`src/hdl/eeio_pkg.sv`:
```
package eeio_pkg;

    localparam int DIV_STEPS = 34;
    localparam int SIN_STEPS = 4;
    localparam int EXP_STEPS = 8;
    localparam int CELL_LAT  = 3;

    localparam logic [16:0] ONE_Q16        = 17'd65536;
    localparam logic [30:0] ONE_Q30        = 31'd1073741824;
    localparam logic [30:0] HALF_PI_Q30    = 31'd1686629713;
    localparam logic [29:0] LN2_Q30        = 30'd744261118;
    localparam logic [17:0] DEFAULT_PERIOD = 18'd29491;
    localparam logic signed [19:0] OUT_MIN = -20'sd32768;
    localparam logic signed [19:0] OUT_MAX = 20'sd98304;

    typedef enum logic [1:0] {
        SP_NONE,
        SP_ZERO,
        SP_ONE
    } special_t;

    typedef struct packed {
        special_t           special;
        logic               n_neg;
        logic signed [17:0] u;
    } div_side_t;

    typedef struct packed {
        logic [17:0] rem;
        logic [33:0] dvd;
        logic [15:0] quo;
        logic [17:0] den;
        div_side_t   side;
    } div_word_t;

    typedef struct packed {
        special_t   special;
        logic       u_neg;
        logic       sneg;
        logic [3:0] ip;
    } tail_side_t;

    function automatic int sin_k(input int i);
        int k;
        case (i)
            0: k = 72;
            1: k = 42;
            2: k = 20;
            default: k = 6;
        endcase
        return k;
    endfunction

    function automatic int exp_k(input int i);
        return EXP_STEPS - i;
    endfunction

endpackage

```
`src/hdl/eeio_horner_cell.sv`:
```
module eeio_horner_cell #(
    parameter int K = 1
) (
    input  logic        aclk,
    input  logic        en,
    input  logic [31:0] x_in,
    input  logic [30:0] t_in,
    output logic [31:0] x_out,
    output logic [30:0] t_out
);
    import eeio_pkg::*;

    // floor(v/K) by reciprocal, estimate is low by at most one
    localparam logic [32:0] RECIP = 33'((64'd1 << 32) / K);
    localparam logic [35:0] K_W   = 36'(K);

    logic [31:0] x1_reg, x2_reg, x3_reg;
    logic [31:0] v1_reg, v2_reg, qe2_reg;
    logic [30:0] t3_reg;

    logic [62:0] xt;
    logic [64:0] vm;
    logic [35:0] qk;
    logic [35:0] rem;
    logic [31:0] q;
    logic [32:0] t_next;

    always_comb begin
        xt     = {31'd0, x_in} * {32'd0, t_in};
        vm     = {33'd0, v1_reg} * {32'd0, RECIP};
        qk     = {4'd0, qe2_reg} * K_W;
        rem    = {4'd0, v2_reg} - qk;
        q      = qe2_reg + {31'd0, (rem >= K_W)};
        t_next = {2'b0, ONE_Q30} - {1'b0, q};
    end

    always_ff @(posedge aclk) begin
        if (en) begin
            x1_reg  <= x_in;
            v1_reg  <= xt[61:30];
            x2_reg  <= x1_reg;
            v2_reg  <= v1_reg;
            qe2_reg <= vm[63:32];
            x3_reg  <= x2_reg;
            t3_reg  <= t_next[30:0];
        end
    end

    assign x_out = x3_reg;
    assign t_out = t3_reg;

endmodule

```
`config.mk`:
```
export PLATFORM = sky130hd
export DESIGN_NAME = eeio_horner_cell
export DESIGN_NICKNAME = d
export VERILOG_FILES = /design/src/hdl/eeio_pkg.sv /design/src/hdl/eeio_horner_cell.sv
export SDC_FILE = /design/constraint.sdc
export NUM_CORES = 2
export LEC_CHECK = 0
export BUFFER_PORTS_ARGS = -buffer_cell sky130_fd_sc_hd__buf_4
export CAP_MARGIN = 10
export CORE_MARGIN = 3
export CORE_UTILIZATION = 60
export DETAILED_ROUTE_END_ITERATION = 12
export PLACE_DENSITY_LB_ADDON = 0.1
export SKIP_LAST_GASP = 1
export SLEW_MARGIN = 20
export SYNTH_ARGS = -nofsm -noshare
export SYNTH_HDL_FRONTEND = slang
export SYNTH_SLANG_ARGS = --single-unit
export TNS_END_PERCENT = 5
```
`constraint.sdc`:
```
create_clock -name aclk -period 11.4 [get_ports aclk]
set_clock_uncertainty 0.15 [all_clocks]
set_input_delay 2.28 -clock aclk [delete_from_list [all_inputs] [get_ports aclk]]
set_output_delay 2.28 -clock aclk [all_outputs]
set_load 0.02 [all_outputs]
```
==> metrics.yaml <==
finish:
  synthToLayoutAreaGrowth_pct: 5.06
  final_area_mm2: 0.0401
  nNetsFinal: 4965
  drive_gt1_share_pct: 4.76
  fin_cells: 4618
route:
  drtPass1Iterations: 6
  detail_route.drc_violations: 0
  routed_via_density: 5.76
  drt_wl_total_mm: 106
  wl_per_cell_um: 23.0
  final_antenna_net_count: 0
  drt_iter0_markers: 2219
  vias: 26600
min_path:
  hold_path.class: "reg2reg"
sta:
  slew_viol_final: 0
  finalSetupViolCount: 0
  min_period_over_period_pct: 88.4
  fmax_mhz: 99.2
  maxSlewHeadroom_pct: 37.9
  finalHoldViolations: 0
  rsz0062_at_grt: "no"
  fin_crit_ns: 10.08
  setup_tns_ns: 0
  worst_slew_pin_slew_ns: 0.932
synth:
  synth-adder-area-share_pct: 54.1
  yosysTopAreaCellShare_pct: 45.3
  synth_cells: 3811
  synth_seq_cells: 189
  async_flop_share_pct: 0
  synth_compound_area_share_pct: 4.15
  synth-simple-area-share_pct: 15.2
  synth_xor_area_share_pct: 1.35
  ys_warn_count: 0
  synth_area_per_cell_um2: 10.0
  syn_area_mm2: 0.0382
  synth_ff_type: "edfxtp_1"
  synth_edf_count: 189
  synth_top_family_by_area: "adder cells"
  yosysSeqAreaShare_pct: 14.9
  yosys.area.top_type: "fa_1"
  synth_most_common_cell: "fa_1"
  netlist_top_cells_area: "fa_1 (45%), edfxtp_1 (15%), ha_1 (8.8%)"
  syn_nets: 5009
  yosysUniqueCellTypes: 55
  synthMuxAreaShare_pct: 0.0262
  synth_commonest_cells: "fa_1 (864), inv_1 (854), and2_1 (527), nand2_1 (505), ha_1 (269)"
worst_setup_path:
  cpPeakStageDelay_ns: 0.54
  worstPathCellList: "buf_4 > and2_1 > fa_1 > fa_1 > fa_1 > inv_1 > fa_1 > inv_1 > fa_1 > fa_1 > fa_1 > inv_1 > fa_1 > inv_1 > ha_1 > a21oi_1 > a21oi_1 > a311oi_1 > o221ai_1 > o21ai_2 > nand3_1 > o31ai_4 > o21ai_1 > xnor2_1"
  worst-path-max-fanout: 32
  worstSetupStartpointType: "input port"
  cp_num_buf_inv: 5
  crit_path_frequent_cell: "fa_1"
  worst-endpoint-arrival_ns: 10.14
  slowest_stage: "fa_1"
  required_ns: 11.46
  worst_setup_path_end_kind: "flop"
  worst_path_dominant_cell_family: "adder cells"
  crit_type: "in2reg"
grt:
  grt_max_degree: 119
  grt_pass1_vias: 29500
  grt_overflow: 0
  antenna_found_initial: 2
  grtUsageTotal_pct: 33.3
  grt_first_pass_wirelength_mm: 168
floorplanning:
  pin_count: 128
  core_area_mm2: 0.0624
  rows: 91
  die_h_um: 258
  dieArea_mm2: 0.0667
  initial_core_util_pct: 61.2
  die-width_um: 258
clock_tree:
  ctsResizeCount: 0
  h-tree-depth: 4
  cts_setup_buffers: 0
  path_clk_slew_ns: 0.08
  cts_sinks: 189
  holdBufCountCts: 0
  clk_latency_ns: 0.44
  cts-root-buf: "clkbuf_16"
  tritoncts: "yes"
  clock_tree.buffer_depth: 2
  cts_buffers: 17
placement:
  dp_hpwl_mm: 79.2
  dpl_cell_area_mm2: 0.0395
  gp_congestion: 0.965
  portBuffers: 127
  dp_cells: 4585
flow_run:
  max-cap-violations: 0
outcome:
  status: "complete, no violations"
[worst reg2reg max path, delay by kind of cell (launching register included)]
family | cells | cell delay, ns
and+or+nand+nor | 1 | 0.21
DFF | 1 | 0.38
AOI/OAI and AO/OA | 7 | 1.72
buffers and inverters | 1 | 0.07
xor gates and xnor gates | 1 | 0.15
adders and majority gates | 1 | 0.36
[cells by family (layout without fill, tap and decap cells)]
logic type / Yosys count / count (layout)
AOI/OAI and AO/OA: 228 / 228
buffers and inverters: 1049 / 1018
xor gates and xnor gates: 59 / 59
DFF: 189 / 189
adders and majority gates: 1133 / 1133
other: 0 / 1
muxes: 1 / 1
and+or+nand+nor: 1152 / 1152
[path summary, 6_finish.rpt]
| kind | from | to | slack [ns] | cells after the start |
|---|---|---|---|---|
| max | x_in[14] | v1_reg[16] | 1.32 | 24 |
| min | v1_reg[14] | v2_reg[14] | 0.26 | 0 |
| max reg2reg | v2_reg[3] | t_out[29] | 8.09 | 11 |
| min reg2reg | v1_reg[14] | v2_reg[14] | 0.26 | 0 |
[routing by layer]
| layer | vias up | track usage [%] | routed length [um] |
|---|---|---|---|
| met5 | - | 0 | 0 |
| met4 | 0 | 14.6 | 5350 |
| met3 | 281 | 5.43 | 8880 |
| met2 | 1201 | 54.5 | 50000 |
| met1 | 13900 | 44.4 | 42000 |
| li1 | 11200 | - | - |
[through the flow]
step                utilization (%)  worst slack [ns]  hold slack [ns]
CTS                            64.3              1.47            0.262
floorplan                         -              2.31            0.250
finish                         64.3              1.32            0.262
detailed placement             63.3              1.02            0.255
global route                   64.3              1.24            0.276
global placement               63.3              1.05            0.250
[cell type report]
cell class,instances,area (um2)
Antenna cell,1,2.50
Fill cell,5143,22300
Clock inverter,15,194
Multi-Input combinational cell,2573,28600
Tap cell,837,1050
Clock buffer,17,425
Timing Repair Buffer,132,997
Inverter,854,3210
Sequential cell,189,5680
[cells in the final DEF (no fill, tap or decap), drive strengths merged, types with 5 or more instances in the layout]
| master | count |
|---|---|
| and4 | 5 |
| a211oi | 12 |
| edfxtp | 189 |
| nor2 | 43 |
| inv | 860 |
| nand4 | 14 |
| o211ai | 9 |
| nor2b | 8 |
| and2 | 527 |
| a21oi | 60 |
| ha | 269 |
| xor2 | 14 |
| fa | 864 |
| buf | 131 |
| xnor2 | 45 |
| a31oi | 9 |
| o21bai | 10 |
| o21ai | 34 |
| a21o | 43 |
| clkbuf | 18 |
| clkinv | 7 |
| nand2 | 505 |
| and3 | 6 |
| o21a | 15 |
| nor3 | 12 |
| nand3 | 21 |
Power is left out: the tool's default activity adds up to more than one toggle a clock period on the data nets, which glitch-free logic cannot reach.
