## config.mk

```make
export PLATFORM = sky130hd
export DESIGN_NAME = eeio_div_cell
export DESIGN_NICKNAME = d
export VERILOG_FILES = /design/src/hdl/eeio_pkg.sv /design/src/hdl/eeio_div_cell.sv
export SDC_FILE = /design/constraint.sdc
export NUM_CORES = 1
export LEC_CHECK = 0
export ABC_AREA = 1
export BUFFER_PORTS_ARGS = -buffer_cell sky130_fd_sc_hd__buf_2
export CAP_MARGIN = 10
export CORE_UTILIZATION = 35
export DETAILED_ROUTE_END_ITERATION = 7
export HOLD_SLACK_MARGIN = 0.12
export PLACE_DENSITY_LB_ADDON = 0.08
export SETUP_SLACK_MARGIN = 0.3
export SLEW_MARGIN = 20
export SYNTH_ARGS = -nofsm -noshare
export SYNTH_HDL_FRONTEND = slang
export SYNTH_SLANG_ARGS = --single-unit
export TNS_END_PERCENT = 50
```

## constraint.sdc

```tcl
create_clock -name aclk -period 2.4 [get_ports aclk]
set_input_delay 0.24 -clock aclk [delete_from_list [all_inputs] [get_ports aclk]]
set_output_delay 0.24 -clock aclk [all_outputs]
set_load 0.05 [all_outputs]
```

## src/hdl/eeio_pkg.sv

```systemverilog
package eeio_pkg;

    localparam int DIV_STEPS = 34;
    localparam int SIN_STEPS = 4;
    localparam int EXP_STEPS = 8;
    localparam int CELL_LAT  = 3;

    localparam logic [16:0] ONE_Q16        = 17'd65536;
    localparam logic [30:0] ONE_Q30        = 31'd1073741824;
    localparam logic [30:0] HALF_PI_Q30    = 31'd1686629713;
    localparam logic [29:0] LN2_Q30        = 30'd744261118;
    localparam logic [17:0] DEFAULT_PERIOD = 18'd29491;
    localparam logic signed [19:0] OUT_MIN = -20'sd32768;
    localparam logic signed [19:0] OUT_MAX = 20'sd98304;

    typedef enum logic [1:0] {
        SP_NONE,
        SP_ZERO,
        SP_ONE
    } special_t;

    typedef struct packed {
        special_t           special;
        logic               n_neg;
        logic signed [17:0] u;
    } div_side_t;

    typedef struct packed {
        logic [17:0] rem;
        logic [33:0] dvd;
        logic [15:0] quo;
        logic [17:0] den;
        div_side_t   side;
    } div_word_t;

    typedef struct packed {
        special_t   special;
        logic       u_neg;
        logic       sneg;
        logic [3:0] ip;
    } tail_side_t;

    function automatic int sin_k(input int i);
        int k;
        case (i)
            0: k = 72;
            1: k = 42;
            2: k = 20;
            default: k = 6;
        endcase
        return k;
    endfunction

    function automatic int exp_k(input int i);
        return EXP_STEPS - i;
    endfunction

endpackage

```

## src/hdl/eeio_div_cell.sv

```systemverilog
module eeio_div_cell (
    input  logic                 aclk,
    input  logic                 en,
    input  eeio_pkg::div_word_t  d_in,
    output eeio_pkg::div_word_t  d_out
);
    import eeio_pkg::*;

    div_word_t   d_reg;
    div_word_t   d_next;
    logic [18:0] trial;
    logic        ge;
    logic [18:0] diff;

    always_comb begin
        trial  = {d_in.rem, d_in.dvd[33]};
        ge     = trial >= {1'b0, d_in.den};
        diff   = trial - {1'b0, d_in.den};
        d_next = d_in;
        d_next.rem = ge ? diff[17:0] : trial[17:0];
        d_next.dvd = {d_in.dvd[32:0], 1'b0};
        d_next.quo = {d_in.quo[14:0], ge};
    end

    always_ff @(posedge aclk) begin
        if (en) begin
            d_reg <= d_next;
        end
    end

    assign d_out = d_reg;

endmodule

```

==> results_dict.tcl, run 1 <==
set metrics [dict create \
    status "completed" \
    synth_xor_area_share_pct 1.47 \
    clock_sinks 106 \
    final_nets 838 \
    ios 216 \
    seq_area_frac_synth_pct 67.0 \
    synth-main-ff-cell "edfxtp_1" \
    cts_buffer_depth 2 \
    n_antenna_cell 0 \
    worst_slack_ps 575 \
    grt_pass1_vias 3944 \
    period_needed_ps 1820 \
    die_area_sq_um 14000 \
    synth_top_family_by_area "simple AND/OR/NAND/NOR gates" \
    fp.dieH_um 119 \
    criticalPathCategory "input pin to flop" \
    drt_wl_total_mm 12.4 \
    antenna_found_initial 2 \
    num_vias 3951 \
    dr.pass1.iters 5 \
    async_flop_share_pct 0 \
    hold_class "input pin to flop" \
    finalSetupViolCount 0 \
    htreeDepth 3 \
    yosys_register_bits 106 \
    synth_cell_types 30 \
    grt_max_degree 53 \
    cts_root_buffer "clkbuf_16" \
    end_kind "flop" \
    period_share_pct 76.0 \
    cp-start-kind "input pin" \
    synth_area_per_cell_sq_um 11.9 \
    fillers 1235 \
    maxCapViolCount 0 \
    slew_headroom_pct 61.0 \
    wl_per_cell_um 14.0 \
    cts_buffers 9 \
    synthTopCellsByCount "106 x edfxtp_1, 106 x nand2_1, 49 x inv_1" \
    tightest_slew_ps 583 \
    overflow 0 \
    yosysWarnings 0 \
    fmax_mhz 548 \
    ir_worst_vdd_mv 0.315 \
    synth_top_cell_area_share_pct 67.0 \
    synthesis.area_sq_um 4750 \
    instances_no_fill 891 \
    leakagePower_nw 3.37 \
    synthToLayoutAreaGrowth_pct 52.0 \
    synthMuxAreaShare_pct 0 \
    cp.arrival_ps 1920 \
    synthesis.nets 526 \
    dpl.cell_count 788 \
    p_per_area_nw_per_um2 712 \
    cts_tree "built" \
    start_util_pct 35.9 \
    hold_ws_ps 207 \
    core_area_sq_um 13200 \
    antenna_left 0 \
    vias_per_cell 4.43 \
    die_w_um 119 \
    dpl.hpwl_mm 8.92 \
    grt_pass1_wl_mm 19.8 \
    drc 0 \
    tns_ps 0 \
    port_buffers 213 \
    yosysTopAreaCell "edfxtp_1" \
    synth_simple_gate_area_share_pct 19.5 \
    rsz0062_at_grt "no" \
    cts.clk_slew.worst_paths_ps 70 \
    grtUsageTotal_pct 18.3 \
    largest_register_ffs 106 \
    synth_adder_area_share_pct 5.16 \
    crit_fanout 4 \
    rows 42 \
    hold_violations 0 \
    routabilityCongestion 0.789 \
    synth_area_leaders "edfxtp_1 67%, nand2_1 8.4%, ha_1 4.7%, inv_1 3.9%, nand3_1 2.8%" \
    slew_viol_final 0 \
    required_ps 2500 \
    drt_iter0_drc 258 \
    synth_compound_area_share_pct 1.74 \
    synth-edff-count 106 \
    final_util_pct 54.5 \
    syn_inst 398 \
    post-place-ws_ps 115 \
    drive_above_1_share_pct 37.2 \
]
-- placed cells by master (no fill, tap or decap), drive strengths merged --
cell         instances
nand4                1
o21bai               1
nand3b               9
or2                  2
and2                 1
dlygate4sd3         87
clkinv               3
fa                   1
nor3                 3
a21oi               10
nor2                26
conb                 1
xor2                 8
ha                  18
buf                219
clkinvlp             1
bufinv               1
edfxtp             106
clkbuf              10
o21ai                2
nand3               34
nand2              119
inv                 52
-- area by class of cell --
type / instances / area [sq um] / area share (%)
multi-input cells: 236 / 1340 / 18.5
well taps: 176 / 220 / 3.05
clock inverters: 6 / 66.3 / 0.918
inverters: 51 / 191 / 2.65
flip-flops and latches: 106 / 3180 / 44.1
repair buffers: 306 / 2000 / 27.7
clock buffers: 10 / 229 / 3.17
-- report_power, final --
group	leakage [nW]	internal [mW]	total [mW]	switching [mW]
clock network	0.142	0.813	1.47	0.652
logic	2.19	0.413	1.40	0.991
registers	1.04	2.23	2.27	0.0381
-- worst max-delay path: stages --
cell	delay [ps]
buf_2	90
inv_1	60
ha_1	130
inv_1	90
fa_1	400
nand2_1	130
nand2_1	90
and2_1	170
nand2_1	60
nand2_1	120
nand2_1	120
nand3b_1	90
nand3_2	80
nand2_1	50
-- worst paths after layout --
kind  startpoint          to  cells past startpoint
max     d_in[88]  d_out[101]                     14
min     d_in[92]   d_out[93]                      3
-- routing by layer --
| metal | vias to the layer above | part of all wire, % | global-route usage (%) |
|---|---|---|---|
| met3 | 19 | 6.3 | 4.58 |
| met5 | - | 0.23 | 0 |
| met4 | 4 | 1.8 | 6.57 |
| met1 | 1814 | 44 | 22.4 |
| li1 | 1965 | - | - |
| met2 | 149 | 48 | 31.4 |
-- timing repair --
action                                  4_1_cts  5_1_grt
endpoints found under the setup margin        0        3
hold endpoints to repair                     87        0
gates resized for setup                       0        1
hold buffers                                 87        0
setup buffers                                 0        0
-- kinds of logic after synthesis --
logic type / after synthesis
fa+ha+maj: 19
xor+xnor: 8
flops: 106
simple gates: 195
other cells: 1
compound gates: 13
buf+inv: 56
-- per-stage QoR --
stage          total power [mW]  cell area [sq um]
2_1_floorplan              3.24               4750
5_1_grt                    5.37               7220
4_1_cts                    5.21               7210
3_3_place_gp               3.60               6050
6_report                   5.14               7220
3_5_place_dp               3.61               6050
Note: power is estimated with default switching activity, not from simulation.
==> inputs of run 2 (changes only) <==
--- a/config.mk
+++ b/config.mk
@@ -5,7 +5,7 @@
 export SDC_FILE = /design/constraint.sdc
 export NUM_CORES = 1
 export LEC_CHECK = 0
-export ABC_AREA = 1
+export ABC_AREA = 0
 export BUFFER_PORTS_ARGS = -buffer_cell sky130_fd_sc_hd__buf_2
 export CAP_MARGIN = 10
 export CORE_UTILIZATION = 35
==> constraint.sdc (replaced) <==
create_clock -name aclk -period 1.8 [get_ports aclk]
set_input_delay 0.18 -clock aclk [delete_from_list [all_inputs] [get_ports aclk]]
set_output_delay 0.18 -clock aclk [all_outputs]
set_load 0.05 [all_outputs]
==> results_dict.tcl, run 2 <==
set metrics [dict create \
    status "finished with violations" \
    violations "setup timing" \
    cp-start-kind "input pin" \
    grtUsageTotal_pct 18.6 \
    cts_buffers 9 \
    clock_sinks 106 \
    tns_ps -2490 \
    synth_area_leaders "edfxtp_1 70%, ha_1 4.9%, mux2_2 2.5%, mux2_4 2.0%, inv_1 1.9%" \
    num_vias 3723 \
    overflow 0 \
    yosysMostFrequentCell "edfxtp_1" \
    slew_viol_final 0 \
    met2_length_mm 6.52 \
    die_area_sq_um 13500 \
    start_util_pct 36.0 \
    required_ps 1900 \
    period_share_pct 114 \
    hold_violations 0 \
    worst_slack_ps -247 \
    crit_fanout 3 \
    seq_area_frac_synth_pct 69.9 \
    fillers 1009 \
    syn_inst 289 \
    fp.dieH_um 116 \
    synth-main-ff-cell "edfxtp_1" \
    cts_tree "built" \
    synth_area_per_cell_sq_um 15.8 \
    ir_worst_vdd_mv 0.394 \
    hold_class "input pin to flop" \
    synth-edff-count 106 \
    cts_root_buffer "clkbuf_16" \
    fin_area_sq_um 7820 \
    fmax_mhz 489 \
    vias_per_cell 4.42 \
    min_from "d_in[93]" \
    die_w_um 116 \
    synthToLayoutAreaGrowth_pct 71.7 \
    final_common_cell "buf_2" \
    final_cell_mix "208 x buf_2, 106 x edfxtp_1, 87 x dlygate4sd3_1" \
    antenna_found_initial 0 \
    wl_per_cell_um 15.0 \
    synth_top_cell_area_share_pct 69.9 \
    yosysTopAreaCell "edfxtp_1" \
    dpl.hpwl_mm 8.82 \
    yosys_register_bits 106 \
    holdPathStages 2 \
    async_flop_share_pct 0 \
    n_antenna_cell 0 \
    synthesis.nets 417 \
    grt_pass1_vias 3774 \
    largest_register_ffs 106 \
    rsz0062_at_grt "yes" \
    cts.clk_slew.worst_paths_ps 70 \
    synthesis.area_sq_um 4560 \
    port_buffers 213 \
    criticalPathCategory "input pin to flop" \
    antenna_left 0 \
    leakagePower_nw 3.45 \
    synth_cell_types 51 \
    htreeDepth 3 \
    cts_buffer_depth 2 \
    period_needed_ps 2050 \
    routabilityCongestion 0.810 \
    final_nets 794 \
    maxCapViolCount 0 \
    m1WireLength_mm 5.15 \
    grt_max_degree 41 \
    drt_wl_total_mm 12.6 \
    rows 41 \
    top_layer "met4" \
    finalSetupViolCount 16 \
    drive_above_1_share_pct 53.1 \
    hold_ws_ps 157 \
    worstHoldEndpoint "d_out[94]" \
    end_kind "flop" \
    grt_pass1_wl_mm 18.6 \
    dr.pass1.iters 4 \
    p_per_area_nw_per_um2 926 \
    dpl-instance-area_sq_um 6390 \
    synthTopCellsByCount "106 x edfxtp_1, 23 x inv_1, 18 x ha_1" \
    post-place-ws_ps -648 \
    yosysWarnings 0 \
    cp.arrival_ps 2140 \
    drc 0 \
    wl_met3_um 778 \
    core_area_sq_um 12700 \
    ios 216 \
    drt_iter0_drc 194 \
]
## run 2: cell types whose count changed in the layout (fill, tap and decap cells not counted), sizes merged, moves of 7 or more
cell | before | now
xnor2 | 0 | 7
buf | 219 | 286
nand3b | 9 | 1
inv | 52 | 25
nand2 | 119 | 16
nand3 | 34 | 6
mux2 | 0 | 16
nor2 | 26 | 14
## run 2: metrics by stage
stage | instances | util, % | power, mW
finish | 843 | 61.7 | 7.24
floorplan | 289 | - | 4.39
global placement | 727 | 50.4 | 5.00
CTS | 839 | 61.2 | 7.28
detailed placement | 727 | 50.4 | 5.01
global route | 843 | 61.7 | 7.54
## run 2: cell families (layout without fill, tap and decap cells)
kind of cell	after synthesis	in the layout	share of synthesized area, %
AO/OA/AOI/OAI	48	48	7.75
XOR/XNOR	10	10	1.92
adder cells (fa/ha/maj)	19	19	5.38
buffers and inverters	30	412	3.49
flip-flops	106	106	69.9
multiplexers	19	19	5.11
other	1	1	0.0823
AND/OR/NAND/NOR	56	56	6.40
## run 2: how the worst max path moves through the flow
stage | startpoint | to | slack, ps | cells after the start
after floorplan | d_in[32] | d_out[100] | -430 | 11
after global placement | d_in[88] | d_out[101] | -620 | 12
after detailed placement | d_in[88] | d_out[101] | -650 | 12
after CTS | d_in[88] | d_out[101] | -250 | 12
after global routing | d_in[88] | d_out[103] | -340 | 12
final | d_in[88] | d_out[103] | -250 | 12
## run 2: final cells by class
cell class | instances | area, sq um | share of cell area (%)
repair buffers | 373 | 2560 | 32.7
well taps | 172 | 215 | 2.75
multi-input cells | 153 | 1430 | 18.3
flip-flops and latches | 106 | 3180 | 40.7
clock buffers | 9 | 225 | 2.88
clock inverters | 7 | 87.6 | 1.12
inverters | 23 | 116 | 1.49
## run 2: timing repair
item                       in CTS  in global routing
hold endpoints to repair       87                  0
pin swaps                      11                  8
cloned                          0                  0
gates resized for setup        25                  7
setup endpoints to repair      19                 19
hold buffers                   87                  0
setup buffers                   9                  4
## run 2: critical path, cell delays in order
cell and delay, ps:
buf_8 100, clkinv_8 40, ha_4 120, inv_2 40, fa_2 330, a21o_1 190, a221oi_2 240, buf_4 170
o211ai_1 130, a31oi_1 240, xnor2_1 90, mux2_4 260
## run 2: layer usage
layer	up-vias	track usage, %
met5	-	0
met1	1733	20.6
met3	13	4.50
met4	0	6.32
met2	122	34.7
li1	1855	-
## run 2: where the power goes
part           leakage [nW]  switching (mW)  internal [mW]  total, mW
sequential             1.04          0.0525           2.98       3.03
clock                 0.153           0.925           1.11       2.03
combinational          2.26            1.36          0.814       2.17
==> inputs of run 3 (changes only) <==
--- a/config.mk
+++ b/config.mk
@@ -6,7 +6,7 @@
 export NUM_CORES = 1
 export LEC_CHECK = 0
 export ABC_AREA = 0
-export BUFFER_PORTS_ARGS = -buffer_cell sky130_fd_sc_hd__buf_2
+export BUFFER_PORTS_ARGS = -buffer_cell sky130_fd_sc_hd__clkbuf_2
 export CAP_MARGIN = 10
 export CORE_UTILIZATION = 35
 export DETAILED_ROUTE_END_ITERATION = 7
==> results_dict.tcl, run 3 (same netlist as run 2, synthesis figures left out) <==
set metrics [dict create \
    overflow 0 \
    cts_buffers 9 \
    drive_above_1_share_pct 51.2 \
    grt_pass1_vias 3643 \
    num_vias 3682 \
    finalSetupViolCount 18 \
    die_area_sq_um 13500 \
    cp-start-kind "input pin" \
    p_per_area_nw_per_um2 914 \
    cts.clk_slew.worst_paths_ps 70 \
    worst_slack_ps -232 \
    hold_ws_ps 157 \
    die_w_um 116 \
    antenna_left 0 \
    cp.arrival_ps 2130 \
    violations "setup timing" \
    dpl.hpwl_mm 8.70 \
    status "finished with violations" \
    dr.pass1.iters 6 \
    rows 41 \
    antenna_found_initial 0 \
    max_stage_delay_ps 380 \
    wl_met3_um 840 \
    start_util_pct 36.0 \
    instances_no_fill 830 \
    holdPathStages 2 \
    vias_per_cell 4.44 \
    core_area_sq_um 12700 \
    path_cells "buf_8 > clkinv_8 > ha_4 > inv_2 > fa_2 > a21o_1 > a221oi_2 > buf_4 > o211ai_1 > a31oi_1 > xnor2_1 > mux2_4" \
    routabilityCongestion 0.777 \
    grt_max_degree 31 \
    fp.dieH_um 116 \
    fillers 1049 \
    end_kind "flop" \
    criticalPathCategory "input pin to flop" \
    seqPwrFrac_pct 43.7 \
    largest_register_ffs 106 \
    min_from "d_in[96]" \
    clock_sinks 106 \
    combPwrFrac_pct 30.0 \
    met2_length_mm 6.42 \
    final_nets 782 \
    worstHoldEndpoint "d_out[97]" \
    cts_tree "built" \
    drt_iter0_drc 163 \
    top_layer "met4" \
    drc 0 \
    cts_buffer_depth 2 \
    p_int_mw 4.69 \
    fin_area_sq_um 7610 \
    period_share_pct 113 \
    synthToLayoutAreaGrowth_pct 67.1 \
    final_common_cell "clkbuf_2" \
    port_buffers 213 \
    n_antenna_cell 0 \
    rsz0062_at_grt "yes" \
    ios 216 \
    dpl-instance-area_sq_um 6400 \
    period_needed_ps 2030 \
    required_ps 1900 \
    ir_worst_vdd_mv 0.413 \
    wl_per_cell_um 14.7 \
    clkPwrFrac_pct 26.2 \
    dpl.cell_count 725 \
    post-place-ws_ps -634 \
    crit_fanout 3 \
    maxCapViolCount 0 \
    final_cell_mix "210 x clkbuf_2, 106 x edfxtp_1, 87 x dlygate4sd3_1" \
    p_sw_mw 2.27 \
    swShare_pct 32.7 \
    grtUsageTotal_pct 18.0 \
    hold_class "input pin to flop" \
    crit_slowest_cell "fa_2" \
    fmax_mhz 492 \
    slew_viol_final 0 \
    leakagePower_nw 3.40 \
    htreeDepth 3 \
    drt_wl_total_mm 12.2 \
    grt_pass1_wl_mm 17.9 \
    m1WireLength_mm 4.78 \
    cts_root_buffer "clkbuf_16" \
    hold_violations 0 \
]
-- run 3: cell count changes in the layout (fill, tap and decap cells not counted), sizes merged --
cell | previous run | this run
bufinv | 1 | 0
clkbuf | 9 | 220
buf | 286 | 64
clkinvlp | 0 | 2
clkinv | 4 | 2
inv | 25 | 24
-- run 3: worst max-delay path by stage --
stage / startpoint / endpoint / slack (ps) / cells past startpoint
after floorplan: d_in[32] / d_out[100] / -430 / 11
after global placement: d_in[88] / d_out[101] / -630 / 12
after detailed placement: d_in[88] / d_out[101] / -630 / 12
after CTS: d_in[88] / d_out[101] / -250 / 12
after global routing: d_in[88] / d_out[103] / -330 / 12
final: d_in[88] / d_out[103] / -230 / 12
-- run 3: final cells by class --
class	count	area [sq um]	share of cell area (%)
flip-flops and latches	106	3180	41.8
multi-input cells	153	1370	17.9
inverters	23	116	1.53
repair buffers	361	2460	32.4
clock buffers	10	229	3.01
well taps	172	215	2.83
clock inverters	5	40.0	0.526
-- run 3: power by group through the flow --
stage                     Sequential, mW  Combinational, mW  Clock, mW
after detailed placement            3.10               1.92          0
after global routing                3.07               2.22       1.96
after CTS                           3.04               2.09       1.89
final                               3.04               2.09       1.82
after floorplan                     3.90              0.494          0
after global placement              3.09               1.91          0
-- run 3: routing by layer --
layer | track usage [%] | vias to the layer above
met5 | 0 | -
li1 | - | 1828
met3 | 4.24 | 17
met2 | 34.1 | 133
met1 | 19.3 | 1704
met4 | 6.84 | 0
-- run 3: timing repair --
action,CTS,global route
hold endpoints to repair,87,0
buffers inserted,2,1
resized for setup,3,9
cloned,0,0
endpoints found under the setup margin,19,19
pin swaps,7,12
hold buffers,87,0
-- run 3: critical path, delay by kind of cell --
| kind | cells | cell delay [ps] |
|---|---|---|
| AOI/OAI and AO/OA | 4 | 760 |
| xor gates and xnor gates | 1 | 80 |
| adders and majority gates | 2 | 500 |
| buffers and inverters | 4 | 360 |
| muxes | 1 | 260 |
-- run 3: through the flow --
| step | TNS, ps | utilization (%) | total power, mW |
|---|---|---|---|
| 5_1_grt | -4240 | 60.1 | 7.25 |
| 6_report | -2680 | 60.1 | 6.96 |
| 3_5_place_dp | -9600 | 50.5 | 5.01 |
| 2_1_floorplan | -6430 | - | 4.39 |
| 4_1_cts | -2840 | 59.8 | 7.02 |
| 3_3_place_gp | -9490 | 50.5 | 5.00 |
